## src/rtl/hlsrgb_pkg.sv

```systemverilog
// ----------------------------------------------------------------------------
// hlsrgb_pkg
// Shared widths, constants, types and the hue ramp position function of the
// HLS to RGB converter.
// ----------------------------------------------------------------------------
package hlsrgb_pkg;

	// field widths
	localparam int unsigned HUE_W = 12;
	localparam int unsigned LIG_W = 10;
	localparam int unsigned SAT_W = 10;
	localparam int unsigned CH_W  = 16;

	// internal widths
	localparam int unsigned LS_W    = LIG_W + SAT_W;   // lightness * saturation
	localparam int unsigned M_W     = 24;              // m1, m2, m2 - m1 (signed)
	localparam int unsigned X_W     = 14;              // hue position (signed)
	localparam int unsigned T_W     = 10;              // ramp position 0..600
	localparam int unsigned V_W     = 36;              // channel numerator (signed)
	localparam int unsigned FRAC_W  = 30;              // reciprocal scale, bits of v
	localparam int unsigned RECIP_W = 17;
	localparam int unsigned PROD_W  = FRAC_W + RECIP_W;

	// hue geometry in tenths of a degree
	localparam logic signed [X_W-1:0] HUE_OFS   = 14'sd1200;
	localparam logic signed [X_W-1:0] HUE_FULL  = 14'sd3600;
	localparam logic signed [X_W-1:0] SEG_RISE  = 14'sd600;
	localparam logic signed [X_W-1:0] SEG_HOLD  = 14'sd1800;
	localparam logic signed [X_W-1:0] SEG_FALL  = 14'sd2400;

	// bounds arithmetic
	localparam logic [LIG_W-1:0]      L_HALF      = 10'd500;
	localparam logic signed [M_W-1:0] MILLI       = 24'sd1000;
	localparam logic signed [M_W-1:0] TWO_MILLI   = 24'sd2000;

	// channel scaling: ch = trunc(65535 * v / 6e8)
	localparam logic signed [V_W-1:0]  RAMP_LEN   = 36'sd600;
	localparam logic signed [V_W-1:0]  GRAY_SCALE = 36'sd600000;
	localparam logic signed [V_W-1:0]  RAMP_DEN_S = 36'sd600000000;
	localparam logic [PROD_W-1:0]      RAMP_DEN   = 47'd600000000;
	localparam logic [PROD_W-1:0]      CH_FULL    = 47'd65535;
	localparam logic [PROD_W-1:0]      RECIP      = 47'd117279;  // floor(2^30*65535/6e8)
	localparam logic [CH_W-1:0]        CH_MAX     = 16'hFFFF;

	// input color class
	typedef struct packed {
		logic achrom;   // saturation is zero
		logic undef;    // hue undefined
	} mode_t;

	// per-stage load enables
	typedef struct packed {
		logic s1;
		logic s2;
		logic s3;
		logic s4;
		logic s5;
		logic s6;
	} pipe_en_t;

	// Wrap a hue position once and map it onto the ramp: 0 gives m1, 600 gives m2.
	function automatic logic [T_W-1:0] ramp_pos(input logic signed [X_W-1:0] x_in);
		logic signed [X_W-1:0] x;
		logic signed [X_W-1:0] t;
		x = x_in;
		if (x > HUE_FULL) begin
			x = x - HUE_FULL;
		end
		if (x < 0) begin
			x = x + HUE_FULL;
		end
		if (x < SEG_RISE) begin
			t = x;
		end else if (x < SEG_HOLD) begin
			t = SEG_RISE;
		end else if (x < SEG_FALL) begin
			t = SEG_FALL - x;
		end else begin
			t = '0;
		end
		return t[T_W-1:0];
	endfunction

endpackage

```

## src/rtl/hlsrgb_lane.sv

```systemverilog
// ----------------------------------------------------------------------------
// hlsrgb_lane
// Stages 3 to 6 of one color channel: ramp value, range check, reciprocal
// divide by 6e8 with a one-step correction, and the saturated result.
// ----------------------------------------------------------------------------
module hlsrgb_lane (
	input  logic                              clk,
	input  hlsrgb_pkg::pipe_en_t              en,
	input  logic signed [hlsrgb_pkg::M_W-1:0] m1,
	input  logic signed [hlsrgb_pkg::M_W-1:0] slope,
	input  logic [hlsrgb_pkg::T_W-1:0]        t,
	input  hlsrgb_pkg::mode_t                 mode,
	input  logic [hlsrgb_pkg::LIG_W-1:0]      lig,
	output logic [hlsrgb_pkg::CH_W-1:0]       ch_s6
);

	logic signed [hlsrgb_pkg::V_W-1:0] m1_x;
	logic signed [hlsrgb_pkg::V_W-1:0] slope_x;
	logic signed [hlsrgb_pkg::V_W-1:0] t_x;

	logic signed [hlsrgb_pkg::V_W-1:0] base_s3;
	logic signed [hlsrgb_pkg::V_W-1:0] rise_s3;
	hlsrgb_pkg::mode_t                 mode_s3;
	logic [hlsrgb_pkg::LIG_W-1:0]      lig_s3;

	logic signed [hlsrgb_pkg::V_W-1:0] lig_x;
	logic signed [hlsrgb_pkg::V_W-1:0] v;
	logic [hlsrgb_pkg::FRAC_W-1:0]     v_s4;
	logic                              neg_s4;
	logic                              sat_s4;

	logic [hlsrgb_pkg::PROD_W-1:0]     est;
	logic [hlsrgb_pkg::CH_W-1:0]       q0_s5;
	logic [hlsrgb_pkg::FRAC_W-1:0]     v_s5;
	logic                              neg_s5;
	logic                              sat_s5;

	logic [hlsrgb_pkg::PROD_W-1:0]     next_num;
	logic [hlsrgb_pkg::PROD_W-1:0]     scaled;
	logic                              bump;

	assign m1_x    = $signed({{(hlsrgb_pkg::V_W-hlsrgb_pkg::M_W){m1[hlsrgb_pkg::M_W-1]}}, m1});
	assign slope_x = $signed({{(hlsrgb_pkg::V_W-hlsrgb_pkg::M_W){slope[hlsrgb_pkg::M_W-1]}},
	                          slope});
	assign t_x     = $signed({{(hlsrgb_pkg::V_W-hlsrgb_pkg::T_W){1'b0}}, t});

	// stage 3: 600*m1 and (m2 - m1)*t
	always_ff @(posedge clk) begin
		if (en.s3) begin
			base_s3 <= m1_x * hlsrgb_pkg::RAMP_LEN;
			rise_s3 <= slope_x * t_x;
			mode_s3 <= mode;
			lig_s3  <= lig;
		end
	end

	// stage 4: numerator, gray or black for achromatic colors
	assign lig_x = $signed({{(hlsrgb_pkg::V_W-hlsrgb_pkg::LIG_W){1'b0}}, lig_s3});

	always_comb begin
		if (mode_s3.achrom) begin
			v = mode_s3.undef ? (lig_x * hlsrgb_pkg::GRAY_SCALE) : '0;
		end else begin
			v = base_s3 + rise_s3;
		end
	end

	always_ff @(posedge clk) begin
		if (en.s4) begin
			v_s4   <= v[hlsrgb_pkg::FRAC_W-1:0];
			neg_s4 <= v[hlsrgb_pkg::V_W-1];
			sat_s4 <= (v >= hlsrgb_pkg::RAMP_DEN_S);
		end
	end

	// stage 5: quotient estimate, low by at most one
	assign est = {{hlsrgb_pkg::RECIP_W{1'b0}}, v_s4} * hlsrgb_pkg::RECIP;

	always_ff @(posedge clk) begin
		if (en.s5) begin
			q0_s5  <= est[hlsrgb_pkg::FRAC_W +: hlsrgb_pkg::CH_W];
			v_s5   <= v_s4;
			neg_s5 <= neg_s4;
			sat_s5 <= sat_s4;
		end
	end

	// stage 6: correct the estimate, then clamp
	assign next_num = ({{(hlsrgb_pkg::PROD_W-hlsrgb_pkg::CH_W){1'b0}}, q0_s5} + 1'b1)
	                  * hlsrgb_pkg::RAMP_DEN;
	assign scaled   = {{hlsrgb_pkg::RECIP_W{1'b0}}, v_s5} * hlsrgb_pkg::CH_FULL;
	assign bump     = (next_num <= scaled);

	always_ff @(posedge clk) begin
		if (en.s6) begin
			if (neg_s5) begin
				ch_s6 <= '0;
			end else if (sat_s5) begin
				ch_s6 <= hlsrgb_pkg::CH_MAX;
			end else begin
				ch_s6 <= q0_s5 + hlsrgb_pkg::CH_W'(bump);
			end
		end
	end

endmodule

```

## config.mk

```make
export PLATFORM = sky130hd
export DESIGN_NAME = hlsrgb_lane
export DESIGN_NICKNAME = d
export VERILOG_FILES = /design/src/rtl/hlsrgb_pkg.sv /design/src/rtl/hlsrgb_lane.sv
export SDC_FILE = /design/constraint.sdc
export NUM_CORES = 2
export LEC_CHECK = 0
export ABC_AREA = 1
export BUFFER_PORTS_ARGS = -buffer_cell sky130_fd_sc_hd__buf_2
export CAP_MARGIN = 20
export CORE_MARGIN = 2
export CORE_UTILIZATION = 37
export CTS_CLUSTER_SIZE = 28
export DETAILED_ROUTE_END_ITERATION = 10
export PLACE_DENSITY = 0.61
export RECOVER_POWER = 25
export SLEW_MARGIN = 25
export SYNTH_ARGS = -nofsm -noshare
export SYNTH_HDL_FRONTEND = slang
export SYNTH_SLANG_ARGS = --single-unit
```

## constraint.sdc

```tcl
create_clock -name clk -period 7.9 [get_ports clk]
set_clock_uncertainty 0.2 [all_clocks]
set_input_delay 1.58 -clock clk [delete_from_list [all_inputs] [get_ports clk]]
set_output_delay 1.58 -clock clk [all_outputs]
set_load 0.01 [all_outputs]
```

==> results.cfg <==
[die]
start_util_pct = 37.3
io_pins = 93
placementRows = 131
die_w_um = 362
die-area_sq_um = 131000
core-area_sq_um = 128000
die_y_um = 362

[global_route]
grt_pass1_vias = 39600
globalRouteOverflowTotal = 0
grt_max_degree = 65
grt_use_met3_pct = 1.41
busiest_layer = met2
grt_use_met2_pct = 35.8
antenna_found_initial = 1
grt_pass1_wl_mm = 206
use_met1_pct = 24.5
grt_usage_pct = 19.7

[finish]
fillers = 12600
synthToLayoutAreaGrowth_pct = 19.0
fin_nets = 7793
layout-drive-gt1-share_pct = 17.6
diodes = 0
design_area_sq_um = 56600

[logic_synthesis]
synthTopCellsByArea = fa_1 34%, ha_1 19%, inv_1 12%
synth.most_common_cell = inv_1
yosysSeqAreaShare_pct = 11.1
syn_area_per_cell_sq_um = 8.58
yosys_register_bits = 175
synth_top_cell_by_area = fa_1
yosysWarnings = 0
dominantRegCellSynth = edfxtp_1
syn_inst = 5542
synth_cell_types = 59
synth.cell_area_sq_um = 47500
syn_nets = 7131
synth-async-reset-ratio_pct = 0
synth_common_cells = 1,465 x inv_1, 969 x nand2_1, 802 x fa_1
yosysTopAreaCellShare_pct = 33.8
synth_edf_count = 175

[route]
vias = 37400
drcViolationCount = 0
wl_mm = 127
firstDrtPassIters = 5
ant_nets = 0
vias_per_cell = 4.74
drt_iter0_drc = 1848
wl_per_cell_um = 16.1

[placed_design]
hpwlAfterDp_mm = 113
gp_congestion = 0.927
dpl_cell_area_sq_um = 54200
portBuffers = 90

[job]
max_cap_violations = 1

[worst_setup_path]
critPathLaunchType = register
critPathMaxStageDelay_ps = 520
worstSetupStartpoint = v_s5[17]
path_class = reg2reg
arrival_ps = 8880
required_ps = 8080
crit_path_end_kind = register
r2r-start = v_s5[17]
slowest_stage = fa_1
critPathMaxFanout = 4

[status]
outcome = finished with violations
violations = capacitance limit, slew limit, setup timing

[sta]
rsz0062_at_grt = yes
fmax_ghz = 0.115
hold_ws_ps = 331
finalCritPeriodShare_pct = 110
final-hold-violation-count = 0
setup_viol = 15
fin_crit_ps = 8700
final.setup.worst_slack_ps = -801
tightest_slew_ps = 2690
slew_viol_final = 49
max_slew_margin_pct = -79.6

[cts]
clk_pin_slew_worst_paths_ps = 80
root_buffer = clkbuf_16
postCtsHoldBufs = 0
htree_levels = 4
cts_tree = built
cts-buffers-inserted = 17
cts_num_sinks = 175
cts_max_path_buffers = 2
clk-insertion-delay-late_ps = 500

[worst_hold_path]
worstHoldPathType = reg2reg
hp-start = rise_s3[0]
[final cells by class]
| type | count | area [sq um] | area share [%] |
|---|---|---|---|
| inverters | 1485 | 5580 | 9.87 |
| clock buffers | 17 | 425 | 0.752 |
| repair buffers | 694 | 5040 | 8.90 |
| flip-flops and latches | 175 | 5260 | 9.29 |
| clock inverters | 15 | 209 | 0.369 |
| well taps | 1662 | 2080 | 3.68 |
| multi-input cells | 3831 | 38000 | 67.1 |
[per-stage QoR]
| stage | setup TNS (ps) | cells | setup WS [ps] | util (%) |
|---|---|---|---|---|
| global placement | -15110 | 7773 | -1250 | 42.5 |
| floorplan | -1450 | 5542 | -302 | - |
| finish | -9160 | 7879 | -801 | 44.4 |
| CTS | -7020 | 7848 | -651 | 43.8 |
| detailed placement | -16490 | 7773 | -1360 | 42.5 |
| global route | -14390 | 7879 | -1140 | 44.4 |
[worst max-delay path: cells and delay by family, from the launching register on]
family | cells | cell delay, ps
buf+inv | 13 | 1140
simple gates | 12 | 1690
flops | 1 | 470
compound gates | 6 | 1100
xor+xnor | 1 | 190
fa+ha+maj | 9 | 3770
[placed cells by master (no fill, tap or decap), types with 111 or more instances in the layout]
cell / netlist / layout
fa_1: 802 / 776
buf_4: 0 / 589
inv_1: 1465 / 1428
xor2_1: 123 / 111
nand3_1: 128 / 123
edfxtp_1: 175 / 175
nand2_1: 969 / 941
nor2_1: 277 / 253
ha_1: 710 / 659
a21oi_1: 255 / 227
[registers in the layout, indices dropped and copies added (netlist names)]
signal   count
v_s5        30
mode_s3      2
sat_s5       1
neg_s4       1
ch_s6       16
v_s4        30
base_s3     32
q0_s5       16
neg_s5       1
lig_s3      10
sat_s4       1
rise_s3     35
[per-layer routing]
layer | routed length [um] | share of wire [%]
met1 | 54300 | 43
met4 | 4520 | 3.6
met2 | 64800 | 51
met3 | 3090 | 2.4
met5 | 13 | 0.010
[kinds of logic (layout without fill, tap and decap cells)]
| family | after synthesis | after routing | synth area share [%] |
|---|---|---|---|
| adder cells (fa/ha/maj) | 1512 | 1512 | 52.5 |
| AO/OA/AOI/OAI | 566 | 566 | 7.00 |
| XOR/XNOR | 181 | 181 | 3.37 |
| flip-flops | 175 | 175 | 11.1 |
| buffers and inverters | 1536 | 2211 | 12.1 |
| AND/OR/NAND/NOR | 1572 | 1572 | 14.0 |
[timing repair]
item                       4_1_cts  5_1_grt
setup endpoints to repair       16       16
setup buffers                   44       31
gates resized for setup        163      109
pin swaps                      114       85
[path summary, 6_finish.rpt]
check / end / slack (ps) / cells past startpoint
worst min-delay path: v_s4[0] / 330 / 2
worst min register to register: v_s4[0] / 330 / 2
worst max-delay path: ch_s6[13] / -800 / 41
worst max register to register: ch_s6[13] / -800 / 41
Power is not shown: default switching activity piles up to over one toggle a cycle in this logic, so the estimate is an artifact.
