===== config.mk =====
export PLATFORM = sky130hd
export DESIGN_NAME = hlsrgb_bounds
export DESIGN_NICKNAME = d
export VERILOG_FILES = /design/src/rtl/hlsrgb_pkg.sv /design/src/rtl/hlsrgb_bounds.sv
export SDC_FILE = /design/constraint.sdc
export NUM_CORES = 1
export LEC_CHECK = 0
export BUFFER_PORTS_ARGS = -buffer_cell sky130_fd_sc_hd__buf_2
export CAP_MARGIN = 20
export CELL_PAD_IN_SITES_DETAIL_PLACEMENT = 1
export CELL_PAD_IN_SITES_GLOBAL_PLACEMENT = 2
export CORE_UTILIZATION = 37
export DETAILED_ROUTE_END_ITERATION = 8
export PLACE_DENSITY = 0.84
export SKIP_LAST_GASP = 1
export SLEW_MARGIN = 0
export SYNTH_ARGS = -nofsm -noshare
export SYNTH_HDL_FRONTEND = slang
export SYNTH_SLANG_ARGS = --single-unit

===== constraint.sdc =====
create_clock -name clk -period 8.9 [get_ports clk]
set_clock_uncertainty 0.15 [all_clocks]
set_input_delay 1.335 -clock clk [delete_from_list [all_inputs] [get_ports clk]]
set_output_delay 1.335 -clock clk [all_outputs]
set_load 0.02 [all_outputs]

===== src/rtl/hlsrgb_pkg.sv =====
// ----------------------------------------------------------------------------
// hlsrgb_pkg
// Shared widths, constants, types and the hue ramp position function of the
// HLS to RGB converter.
// ----------------------------------------------------------------------------
package hlsrgb_pkg;

	// field widths
	localparam int unsigned HUE_W = 12;
	localparam int unsigned LIG_W = 10;
	localparam int unsigned SAT_W = 10;
	localparam int unsigned CH_W  = 16;

	// internal widths
	localparam int unsigned LS_W    = LIG_W + SAT_W;   // lightness * saturation
	localparam int unsigned M_W     = 24;              // m1, m2, m2 - m1 (signed)
	localparam int unsigned X_W     = 14;              // hue position (signed)
	localparam int unsigned T_W     = 10;              // ramp position 0..600
	localparam int unsigned V_W     = 36;              // channel numerator (signed)
	localparam int unsigned FRAC_W  = 30;              // reciprocal scale, bits of v
	localparam int unsigned RECIP_W = 17;
	localparam int unsigned PROD_W  = FRAC_W + RECIP_W;

	// hue geometry in tenths of a degree
	localparam logic signed [X_W-1:0] HUE_OFS   = 14'sd1200;
	localparam logic signed [X_W-1:0] HUE_FULL  = 14'sd3600;
	localparam logic signed [X_W-1:0] SEG_RISE  = 14'sd600;
	localparam logic signed [X_W-1:0] SEG_HOLD  = 14'sd1800;
	localparam logic signed [X_W-1:0] SEG_FALL  = 14'sd2400;

	// bounds arithmetic
	localparam logic [LIG_W-1:0]      L_HALF      = 10'd500;
	localparam logic signed [M_W-1:0] MILLI       = 24'sd1000;
	localparam logic signed [M_W-1:0] TWO_MILLI   = 24'sd2000;

	// channel scaling: ch = trunc(65535 * v / 6e8)
	localparam logic signed [V_W-1:0]  RAMP_LEN   = 36'sd600;
	localparam logic signed [V_W-1:0]  GRAY_SCALE = 36'sd600000;
	localparam logic signed [V_W-1:0]  RAMP_DEN_S = 36'sd600000000;
	localparam logic [PROD_W-1:0]      RAMP_DEN   = 47'd600000000;
	localparam logic [PROD_W-1:0]      CH_FULL    = 47'd65535;
	localparam logic [PROD_W-1:0]      RECIP      = 47'd117279;  // floor(2^30*65535/6e8)
	localparam logic [CH_W-1:0]        CH_MAX     = 16'hFFFF;

	// input color class
	typedef struct packed {
		logic achrom;   // saturation is zero
		logic undef;    // hue undefined
	} mode_t;

	// per-stage load enables
	typedef struct packed {
		logic s1;
		logic s2;
		logic s3;
		logic s4;
		logic s5;
		logic s6;
	} pipe_en_t;

	// Wrap a hue position once and map it onto the ramp: 0 gives m1, 600 gives m2.
	function automatic logic [T_W-1:0] ramp_pos(input logic signed [X_W-1:0] x_in);
		logic signed [X_W-1:0] x;
		logic signed [X_W-1:0] t;
		x = x_in;
		if (x > HUE_FULL) begin
			x = x - HUE_FULL;
		end
		if (x < 0) begin
			x = x + HUE_FULL;
		end
		if (x < SEG_RISE) begin
			t = x;
		end else if (x < SEG_HOLD) begin
			t = SEG_RISE;
		end else if (x < SEG_FALL) begin
			t = SEG_FALL - x;
		end else begin
			t = '0;
		end
		return t[T_W-1:0];
	endfunction

endpackage


===== src/rtl/hlsrgb_bounds.sv =====
// ----------------------------------------------------------------------------
// hlsrgb_bounds
// Stages 1 and 2: lightness * saturation product and ramp positions, then
// the bounds m1 and the slope m2 - m1.
// ----------------------------------------------------------------------------
module hlsrgb_bounds (
	input  logic                             clk,
	input  hlsrgb_pkg::pipe_en_t             en,
	input  logic [hlsrgb_pkg::HUE_W-1:0]     hue_tenths,
	input  logic                             hue_undefined,
	input  logic [hlsrgb_pkg::LIG_W-1:0]     lightness_milli,
	input  logic [hlsrgb_pkg::SAT_W-1:0]     saturation_milli,
	output logic signed [hlsrgb_pkg::M_W-1:0] m1_s2,
	output logic signed [hlsrgb_pkg::M_W-1:0] slope_s2,
	output logic [hlsrgb_pkg::T_W-1:0]       t_r_s2,
	output logic [hlsrgb_pkg::T_W-1:0]       t_g_s2,
	output logic [hlsrgb_pkg::T_W-1:0]       t_b_s2,
	output hlsrgb_pkg::mode_t                mode_s2,
	output logic [hlsrgb_pkg::LIG_W-1:0]     lig_s2
);

	logic signed [hlsrgb_pkg::X_W-1:0] hue_x;
	logic [hlsrgb_pkg::LS_W-1:0]       ls_s1;
	logic [hlsrgb_pkg::LIG_W-1:0]      lig_s1;
	logic [hlsrgb_pkg::SAT_W-1:0]      sm_s1;
	logic                              lo_s1;
	hlsrgb_pkg::mode_t                 mode_s1;
	logic [hlsrgb_pkg::T_W-1:0]        t_r_s1;
	logic [hlsrgb_pkg::T_W-1:0]        t_g_s1;
	logic [hlsrgb_pkg::T_W-1:0]        t_b_s1;

	logic signed [hlsrgb_pkg::M_W-1:0] l_x;
	logic signed [hlsrgb_pkg::M_W-1:0] s_x;
	logic signed [hlsrgb_pkg::M_W-1:0] ls_x;
	logic signed [hlsrgb_pkg::M_W-1:0] m2;
	logic signed [hlsrgb_pkg::M_W-1:0] m1;

	assign hue_x = $signed({{(hlsrgb_pkg::X_W-hlsrgb_pkg::HUE_W){1'b0}}, hue_tenths});

	// stage 1: product, ramp positions for red (+120), green, blue (-120)
	always_ff @(posedge clk) begin
		if (en.s1) begin
			ls_s1   <= hlsrgb_pkg::LS_W'(lightness_milli) * hlsrgb_pkg::LS_W'(saturation_milli);
			lig_s1  <= lightness_milli;
			sm_s1   <= saturation_milli;
			lo_s1   <= (lightness_milli < hlsrgb_pkg::L_HALF);
			mode_s1 <= '{achrom: (saturation_milli == '0), undef: hue_undefined};
			t_r_s1  <= hlsrgb_pkg::ramp_pos(hue_x + hlsrgb_pkg::HUE_OFS);
			t_g_s1  <= hlsrgb_pkg::ramp_pos(hue_x);
			t_b_s1  <= hlsrgb_pkg::ramp_pos(hue_x - hlsrgb_pkg::HUE_OFS);
		end
	end

	// m2, m1 in millionths
	assign l_x  = $signed({{(hlsrgb_pkg::M_W-hlsrgb_pkg::LIG_W){1'b0}}, lig_s1});
	assign s_x  = $signed({{(hlsrgb_pkg::M_W-hlsrgb_pkg::SAT_W){1'b0}}, sm_s1});
	assign ls_x = $signed({{(hlsrgb_pkg::M_W-hlsrgb_pkg::LS_W){1'b0}}, ls_s1});
	assign m2   = lo_s1 ? (hlsrgb_pkg::MILLI * l_x + ls_x)
	                    : (hlsrgb_pkg::MILLI * l_x + hlsrgb_pkg::MILLI * s_x - ls_x);
	assign m1   = hlsrgb_pkg::TWO_MILLI * l_x - m2;

	// stage 2
	always_ff @(posedge clk) begin
		if (en.s2) begin
			m1_s2    <= m1;
			slope_s2 <= m2 - m1;
			t_r_s2   <= t_r_s1;
			t_g_s2   <= t_g_s1;
			t_b_s2   <= t_b_s1;
			mode_s2  <= mode_s1;
			lig_s2   <= lig_s1;
		end
	end

endmodule


==> flow_summary.yaml, run 1 <==
finish:
  diodes: 0
  final_cell_mix: "inv_1, ha_1, buf_4, edfxtp_1, fa_1"
  fill_cells: 5457
  final_common_cell: "inv_1"
  area_delta_synth_final_pct: 19.51
  nets: 2542
  final_util_pct: 45.12
  final_area_um2: 21720
  drive_gt1_share_pct: 20.91
synth:
  yosysWarnings: 0
  syn_inst: 1870
  ys_seq_elements: 162
  syn_nets: 2287
  synth_enable_flop_cells: 162
  syn-cell-area_um2: 18180
  synth.distinct_cells: 87
  synth_seq_area_share_pct: 26.76
  avgSynthCellArea_um2: 9.721
  synth_ff_type: "edfxtp_1"
  ys_async_sr_fraction_pct: 0
global_routing:
  grt_pass1_wl_um: 78650
  grt_start_max_net_pins: 74
  antenna_found_initial: 1
  grt_overflow: 0
  grt_use_total_pct: 19.75
  grt_pass1_vias: 15310
floorplan:
  fp.dieW_um: 223.7
  num_rows: 80
  design.core.area_um2: 48150
  die_h_um: 223.7
  dieArea_um2: 50020
  start_util_pct: 37.76
  io_pins: 130
clock_network:
  clkTransAtPathRegs_ns: 0.08
  cts.path.max_buffers: 2
  clock_sinks: 162
  numCtsBuffers: 17
  cts_tree: "done"
  htree_levels: 4
  clk_latency_ns: 0.47
  cts_root_buffer: "clkbuf_16"
  hold_buffers: 0
worst_setup_path:
  critical_path_arrival_ns: 8.94
  path_common_cell: "fa_1"
  critical_path_class: "flip-flop to flip-flop"
  cp_slowest_stage_delay_ns: 0.58
  end_kind: "flip-flop"
  cp_max_fo: 3
  required_ns: 8.98
  worstSetupStartpointType: "flip-flop"
  slowest_stage: "fa_1"
timing:
  rsz0062_at_grt: "true"
  slew_viol_final: 0
  post-route-min-period_ns: 8.867
  relSlewSlack_pct: 25.34
  holdWs_ns: 0.2706
  max_freq_ghz: 0.1128
  period_share_pct: 99.63
  tightest_slew_ns: 1.110
  hold_violations: 0
  setup_violations: 0
detailed_routing:
  first_pass_iters: 4
  vias: 14220
  drt-total-wl_um: 49020
  drtAntennaViolNets: 0
  drt_first_iter_violations: 547
  vias_per_cell: 5.088
  route.detailed.drc: 0
  wl_per_cell_um: 17.55
placement:
  hpwl_um: 38280
  place_congestion: 0.8471
  portBuffers: 124
  dpl_cell_area_um2: 20470
flow_run:
  cap_violations: 0
hold_path:
  hold_class: "flip-flop to flip-flop"
status:
  outcome: "finished, final reports clean"
-- cell usage after synthesis (11+ instances only) --
| library cell | count | area [um^2] |
|---|---|---|
| clkbuf_1 | 31 | 116.4 |
| o21ai_0 | 77 | 385.4 |
| nor2b_1 | 20 | 125.1 |
| a21o_1 | 51 | 382.9 |
| nor3_1 | 30 | 150.1 |
| inv_1 | 277 | 1040 |
| xnor2_1 | 100 | 875.8 |
| a31oi_1 | 11 | 68.82 |
| a21oi_1 | 122 | 610.6 |
| edfxtp_1 | 162 | 4865 |
| nand3_1 | 27 | 135.1 |
| nand2b_1 | 19 | 118.9 |
| ha_1 | 238 | 2978 |
| o21a_1 | 17 | 127.6 |
| and2_1 | 62 | 387.9 |
| nand2_1 | 124 | 465.5 |
| o21bai_1 | 19 | 142.6 |
| xor2_1 | 34 | 297.8 |
| fa_1 | 139 | 2783 |
| nor2_1 | 98 | 367.9 |
| o211ai_1 | 14 | 105.1 |
-- sequential cells by signal, summed over array words and instances (netlist names) --
signal and flops:
lig_s1 10, lig_s2 10, lo_s1 1, ls_s1 20
m1_s2 24, mode_s1 2, mode_s2 2, slope_s2 23
sm_s1 10, t_b_s1 10, t_b_s2 10, t_g_s1 10
t_g_s2 10, t_r_s1 10, t_r_s2 10
-- final cells by class --
cell class,instances,area (um^2),share of cell area [%]
repair buffers,284,1827,8.409
well taps,656,820.8,3.778
inverters,279,1047,4.821
clock inverters,15,141.4,0.6508
flip-flops and latches,162,4865,22.39
multi-input cells,1381,12600,57.99
clock buffers,17,425.4,1.958
-- metal layers --
layer  vias up  part of all wire [%]  global-route usage [%]
met5         -                 0.020                       0
met4         2                   1.5                   4.883
li1       6898                     -                       -
met2       157                    49                   33.95
met1      7111                    48                   26.18
met3        48                   1.9                   2.597
-- worst max-delay path: cells and delay by family (launching register included) --
kind,cells,cell delay [ns]
adders and majority gates,9,3.75
xor gates and xnor gates,2,0.24
AOI/OAI and AO/OA,18,3.01
buffers and inverters,5,0.44
DFF,1,0.43
and+or+nand+nor,4,0.62
-- kinds of logic after synthesis --
kind of cell / count (synthesis) / share of synthesized area, %
AND/OR/NAND/NOR: 442 / 12.20
AO/OA/AOI/OAI: 412 / 14.92
adder cells (fa/ha/maj): 379 / 31.80
buffers and inverters: 327 / 6.979
flip-flops: 162 / 26.76
XOR/XNOR: 136 / 6.635
multiplexers: 11 / 0.6952
other: 1 / 0.02063
-- stage by stage --
stage	setup TNS, ns	std cells	setup slack (ns)
after detailed placement	-0.9998	2744	-0.3139
final	0	2794	0.03257
after global routing	-0.8786	2794	-0.3000
after global placement	-0.1767	2744	-0.07531
after floorplan	0	1870	0.06235
after CTS	0	2783	0.01459
-- path summary, 6_finish.rpt --
check                       start                     end  slack, ns  depth (start not counted)
max            sm_s1[0]$_DFFE_PP_  slope_s2[22]$_DFFE_PP_       0.03                         38
min          mode_s1[1]$_DFFE_PP_    mode_s2[1]$_DFFE_PP_       0.27                          0
max reg2reg    sm_s1[0]$_DFFE_PP_  slope_s2[22]$_DFFE_PP_       0.03                         38
min reg2reg  mode_s1[1]$_DFFE_PP_    mode_s2[1]$_DFFE_PP_       0.27                          0
-- timing repair --
action,4_1_cts,5_1_grt
buffers inserted,7,12
gates resized for setup,43,85
pin swaps,21,40
setup endpoints to repair,4,7
Power of run 1 is left out: the tool's default activity adds up to more than one toggle a clock period on the data nets, which glitch-free logic cannot reach.
==> inputs of run 2 (changes only) <==
- REMOVE_ABC_BUFFERS: not set -> 1
==> run 2 against run 1 <==
Sequential share of layout area is 0.071 points lower. Maximum frequency is 2.2% higher. Final cell count is 0.36% lower. Die area stayed put. First-iteration DRC count is 5.5% higher. Worst setup slack better by 0.19 ns. Cell area is 0.32% higher.
==> flow_summary.yaml, run 2 (synthesized netlist as in run 1, its figures left out) <==
status:
  outcome: "finished, final reports clean"
clock_network:
  htree_levels: 4
  clock_sinks: 162
  numCtsBuffers: 17
  cts_root_buffer: "clkbuf_16"
  cts_tree: "done"
  cts.path.max_buffers: 2
  clk_latency_ns: 0.46
  clkTransAtPathRegs_ns: 0.07
worst_setup_path:
  slowest_stage: "fa_1"
  end_kind: "flip-flop"
  critical_path_arrival_ns: 8.74
  worstSetupStartpointType: "flip-flop"
  cp_max_fo: 8
  required_ns: 8.96
  critical_path_class: "flip-flop to flip-flop"
  cp_slowest_stage_delay_ns: 0.52
detailed_routing:
  vias: 14210
  maxUsedRoutingLayer: "met5"
  dr_wl_met2_um: 24340
  drt-total-wl_um: 48550
  drt_first_iter_violations: 577
  met3RoutedLength_um: 1042
  wl_per_cell_um: 17.44
  wl_met1_um: 22330
  vias_per_cell: 5.104
  route.detailed.drc: 0
  drtAntennaViolNets: 0
  first_pass_iters: 4
floorplan:
  design.core.area_um2: 48150
  io_pins: 130
  dieArea_um2: 50020
  start_util_pct: 37.76
  fp.dieW_um: 223.7
  num_rows: 80
  die_h_um: 223.7
finish:
  final_cell_mix: "inv_1, ha_1, edfxtp_1"
  nets: 2533
  final_common_cell: "inv_1"
  largest_register: "m1_s2"
  top_regs: "m1_s2 (24), slope_s2 (23), ls_s1 (20)"
  diodes: 0
  drive_gt1_share_pct: 20.82
  largest_reg_flops: 24
  instances_no_fill: 2784
  final_util_pct: 45.27
  area_delta_synth_final_pct: 19.88
timing:
  fin_ws_ns: 0.2193
  slew_viol_final: 0
  hold_violations: 0
  post-route-min-period_ns: 8.681
  holdWs_ns: 0.2698
  max_freq_ghz: 0.1152
  period_share_pct: 97.54
  setup_violations: 0
  relSlewSlack_pct: 25.99
  tightest_slew_ns: 1.100
hold_path:
  hold_class: "flip-flop to flip-flop"
global_routing:
  grt_start_max_net_pins: 51
  antenna_found_initial: 1
  grt_overflow: 0
  grt_use_total_pct: 19.55
  grt_pass1_wl_um: 77740
  grt_pass1_vias: 15370
placement:
  place_congestion: 0.8365
  hpwl_um: 38490
  portBuffers: 124
  place_ws_ns: -0.3669
  dp_cells: 2741
flow_run:
  cap_violations: 0
-- run 2: cell types whose count changed in the layout (fill, tap and decap cells not counted), sizes merged --
cell | previous run | this run
clkinv | 7 | 3
clkbuf | 17 | 18
inv | 287 | 288
buf | 284 | 274
bufinv | 0 | 1
clkinvlp | 0 | 1
-- run 2: per-layer routing --
metal / vias up / track usage [%]
met4: 2 / 5.170
met1: 7095 / 25.10
li1: 6878 / -
met2: 181 / 34.83
met5: - / 0
met3: 54 / 2.086
-- run 2: stage by stage --
| step | instance area, um^2 | setup TNS, ns |
|---|---|---|
| after floorplan | 17960 | 0 |
| after global placement | 20450 | -0.4463 |
| after detailed placement | 20450 | -1.236 |
| after CTS | 21210 | 0 |
| after global routing | 21790 | -0.3176 |
| final | 21790 | 0 |
-- run 2: final cells by class --
class                           instances  area (um^2)
Clock buffer                           17        425.4
Timing Repair Buffer                  275         1764
Sequential cell                       162         4865
Tap cell                              656        820.8
Fill cell                            5439        26350
Multi-Input combinational cell       1381        12710
Clock inverter                         14        156.4
Inverter                              279         1047
-- run 2: path summary, 6_finish.rpt --
kind / start / end / slack [ns] / depth (start not counted)
worst min register to register: t_r_s1[5]$_DFFE_PP_ / t_r_s2[5]$_DFFE_PP_ / 0.27 / 0
worst max-delay path: lig_s1[1]$_DFFE_PP_ / slope_s2[22]$_DFFE_PP_ / 0.22 / 38
worst min-delay path: t_r_s1[5]$_DFFE_PP_ / t_r_s2[5]$_DFFE_PP_ / 0.27 / 0
worst max register to register: lig_s1[1]$_DFFE_PP_ / slope_s2[22]$_DFFE_PP_ / 0.22 / 38
-- run 2: worst max-delay path, delay by kind of cell, from the launching register on --
kind	cells	cell delay (ns)
AOI/OAI and AO/OA	18	3.58
adders and majority gates	9	2.98
buffers and inverters	6	0.67
DFF	1	0.45
and+or+nand+nor	3	0.31
xor gates and xnor gates	2	0.27
-- run 2: timing repair --
| action | in CTS | in global routing |
|---|---|---|
| resized for setup | 54 | 89 |
| endpoints found under the setup margin | 4 | 5 |
| pin swaps | 13 | 58 |
| cloned | 0 | 0 |
| setup buffers | 2 | 10 |
| hold buffers | 0 | 0 |
Power of run 2 is left out for the same reason.
==> inputs of run 3 (changes only) <==
- PLACE_DENSITY: 0.84 -> 0.86
- REMOVE_ABC_BUFFERS: 1 -> not set
- SKIP_LAST_GASP: 1 -> not set
==> run 3 against run 2 <==
Global-route usage increased by 0.069 points. Hold slack about the same. Flip-flop and latch count unchanged. Cell area decreased by 0.46%. Worst setup slack got worse by 0.13 ns. Non-clock buffer count increased by 1. Maximum frequency decreased by 1.5%. Sequential share of layout area increased by 0.10 points. Final cell count about the same. First-iteration DRC count decreased by 24%. Wire length increased by 1.4%. Core utilization decreased by 0.21 points.
==> flow_summary.yaml, run 3 (synthesized netlist as in run 1, its figures left out) <==
detailed_routing:
  drtAntennaViolNets: 0
  drt-total-wl_um: 49210
  wl_per_cell_um: 17.66
  vias_per_cell: 5.158
  drt_first_iter_violations: 441
  first_pass_iters: 4
  route.detailed.drc: 0
  vias: 14370
worst_setup_path:
  cp_max_fo: 3
  critical_path_arrival_ns: 8.87
  critical_path_class: "flip-flop to flip-flop"
  slowest_stage: "fa_1"
  worstSetupStartpointType: "flip-flop"
  cp.buffers_inverters: 5
  cp_slowest_stage_delay_ns: 0.52
  end_kind: "flip-flop"
  cp_top_family: "adder cells"
  required_ns: 8.96
clock_network:
  hold_buffers: 0
  cts.path.max_buffers: 2
  clock_sinks: 162
  clk_latency_ns: 0.46
  htree_levels: 4
  numCtsBuffers: 17
  clkTransAtPathRegs_ns: 0.08
  cts_tree: "done"
  cts_root_buffer: "clkbuf_16"
floorplan:
  io_pins: 130
  dieArea_um2: 50020
  design.core.area_um2: 48150
  num_rows: 80
  start_util_pct: 37.76
  fp.dieW_um: 223.7
  die_h_um: 223.7
timing:
  tightest_slew_ns: 1.083
  post-route-min-period_ns: 8.815
  period_share_pct: 99.04
  rsz0062_at_grt: "true"
  slew_viol_final: 0
  hold_violations: 0
  setup_violations: 0
  relSlewSlack_pct: 26.91
  fin_ws_ns: 0.08500
  max_freq_ghz: 0.1134
finish:
  final_common_cell: "inv_1"
  top_regs: "m1_s2 (24), slope_s2 (23), ls_s1 (20)"
  largest_reg_flops: 24
  diodes: 0
  area_delta_synth_final_pct: 19.33
  largest_register: "m1_s2"
  drive_gt1_share_pct: 20.75
  nets: 2534
  final_cell_mix: "inv_1, ha_1, edfxtp_1"
  fill_cells: 5440
global_routing:
  grt_overflow: 0
  grt_pass1_vias: 15270
  grt_start_max_net_pins: 74
  grt_pass1_wl_um: 78120
  antenna_found_initial: 1
  grt_use_total_pct: 19.62
placement:
  place_congestion: 0.8613
  portBuffers: 124
  place_ws_ns: -0.2583
  hpwl_um: 38700
flow_run:
  cap_violations: 0
status:
  outcome: "finished, final reports clean"
hold_path:
  hold_class: "flip-flop to flip-flop"
## run 3: cell count changes in the layout (fill, tap and decap cells not counted), sizes merged
cell	previous run	this run
clkinvlp	1	2
clkinv	3	5
bufinv	1	0
buf	274	276
inv	288	286
## run 3: area by class of cell
class                           count  area [um^2]  share of cell area, %
Sequential cell                   162         4865                  22.43
Multi-Input combinational cell   1381        12630                  58.23
Inverter                          279         1047                  4.828
Tap cell                          656        820.8                  3.784
Clock buffer                       18        429.2                  1.978
Timing Repair Buffer              276         1778                  8.196
Clock inverter                     14        121.4                 0.5595
## run 3: stage by stage
step	util (%)	hold WS (ns)	cell area [um^2]	TNS, ns	instances
after floorplan	-	0.2503	18180	0	1870
after global placement	42.38	0.2524	20400	-0.1194	2735
after detailed placement	42.38	0.2565	20400	-0.8603	2735
after CTS	43.94	0.2720	21160	0	2773
after global routing	45.05	0.2731	21690	-0.7583	2786
final	45.05	0.2703	21690	0	2786
## run 3: worst reg2reg max path, delay by kind of cell, from the launching register on
kind | cells | cell delay [ns]
AOI/OAI and AO/OA | 18 | 3.31
xor gates and xnor gates | 1 | 0.14
adders and majority gates | 9 | 3.64
buffers and inverters | 5 | 0.37
DFF | 1 | 0.41
and+or+nand+nor | 5 | 0.55
## run 3: timing repair
action | CTS | global route
gates cloned | 0 | 0
setup buffers | 6 | 14
pin swaps | 13 | 66
resized for setup | 39 | 99
setup endpoints to repair | 4 | 6
endpoints found under the hold margin | 0 | 0
## run 3: worst paths after layout
kind                            start                endpoint  slack (ns)  depth (start not counted)
setup / recovery   sm_s1[1]$_DFFE_PP_  slope_s2[22]$_DFFE_PP_        0.09                         38
setup reg to reg   sm_s1[1]$_DFFE_PP_  slope_s2[22]$_DFFE_PP_        0.09                         38
hold / removal    t_g_s1[9]$_DFFE_PP_     t_g_s2[9]$_DFFE_PP_        0.27                          0
hold reg to reg   t_g_s1[9]$_DFFE_PP_     t_g_s2[9]$_DFFE_PP_        0.27                          0
## run 3: layer usage
layer	share of wire, %	up-vias	routed length [um]	global-route usage, %
met5	0.016	-	8	0
met2	50	165	24470	34.08
li1	-	6891	-	-
met1	46	7264	22800	25.64
met4	1.7	2	856	5.722
met3	2.2	49	1077	2.204
Power of run 3 is left out for the same reason.
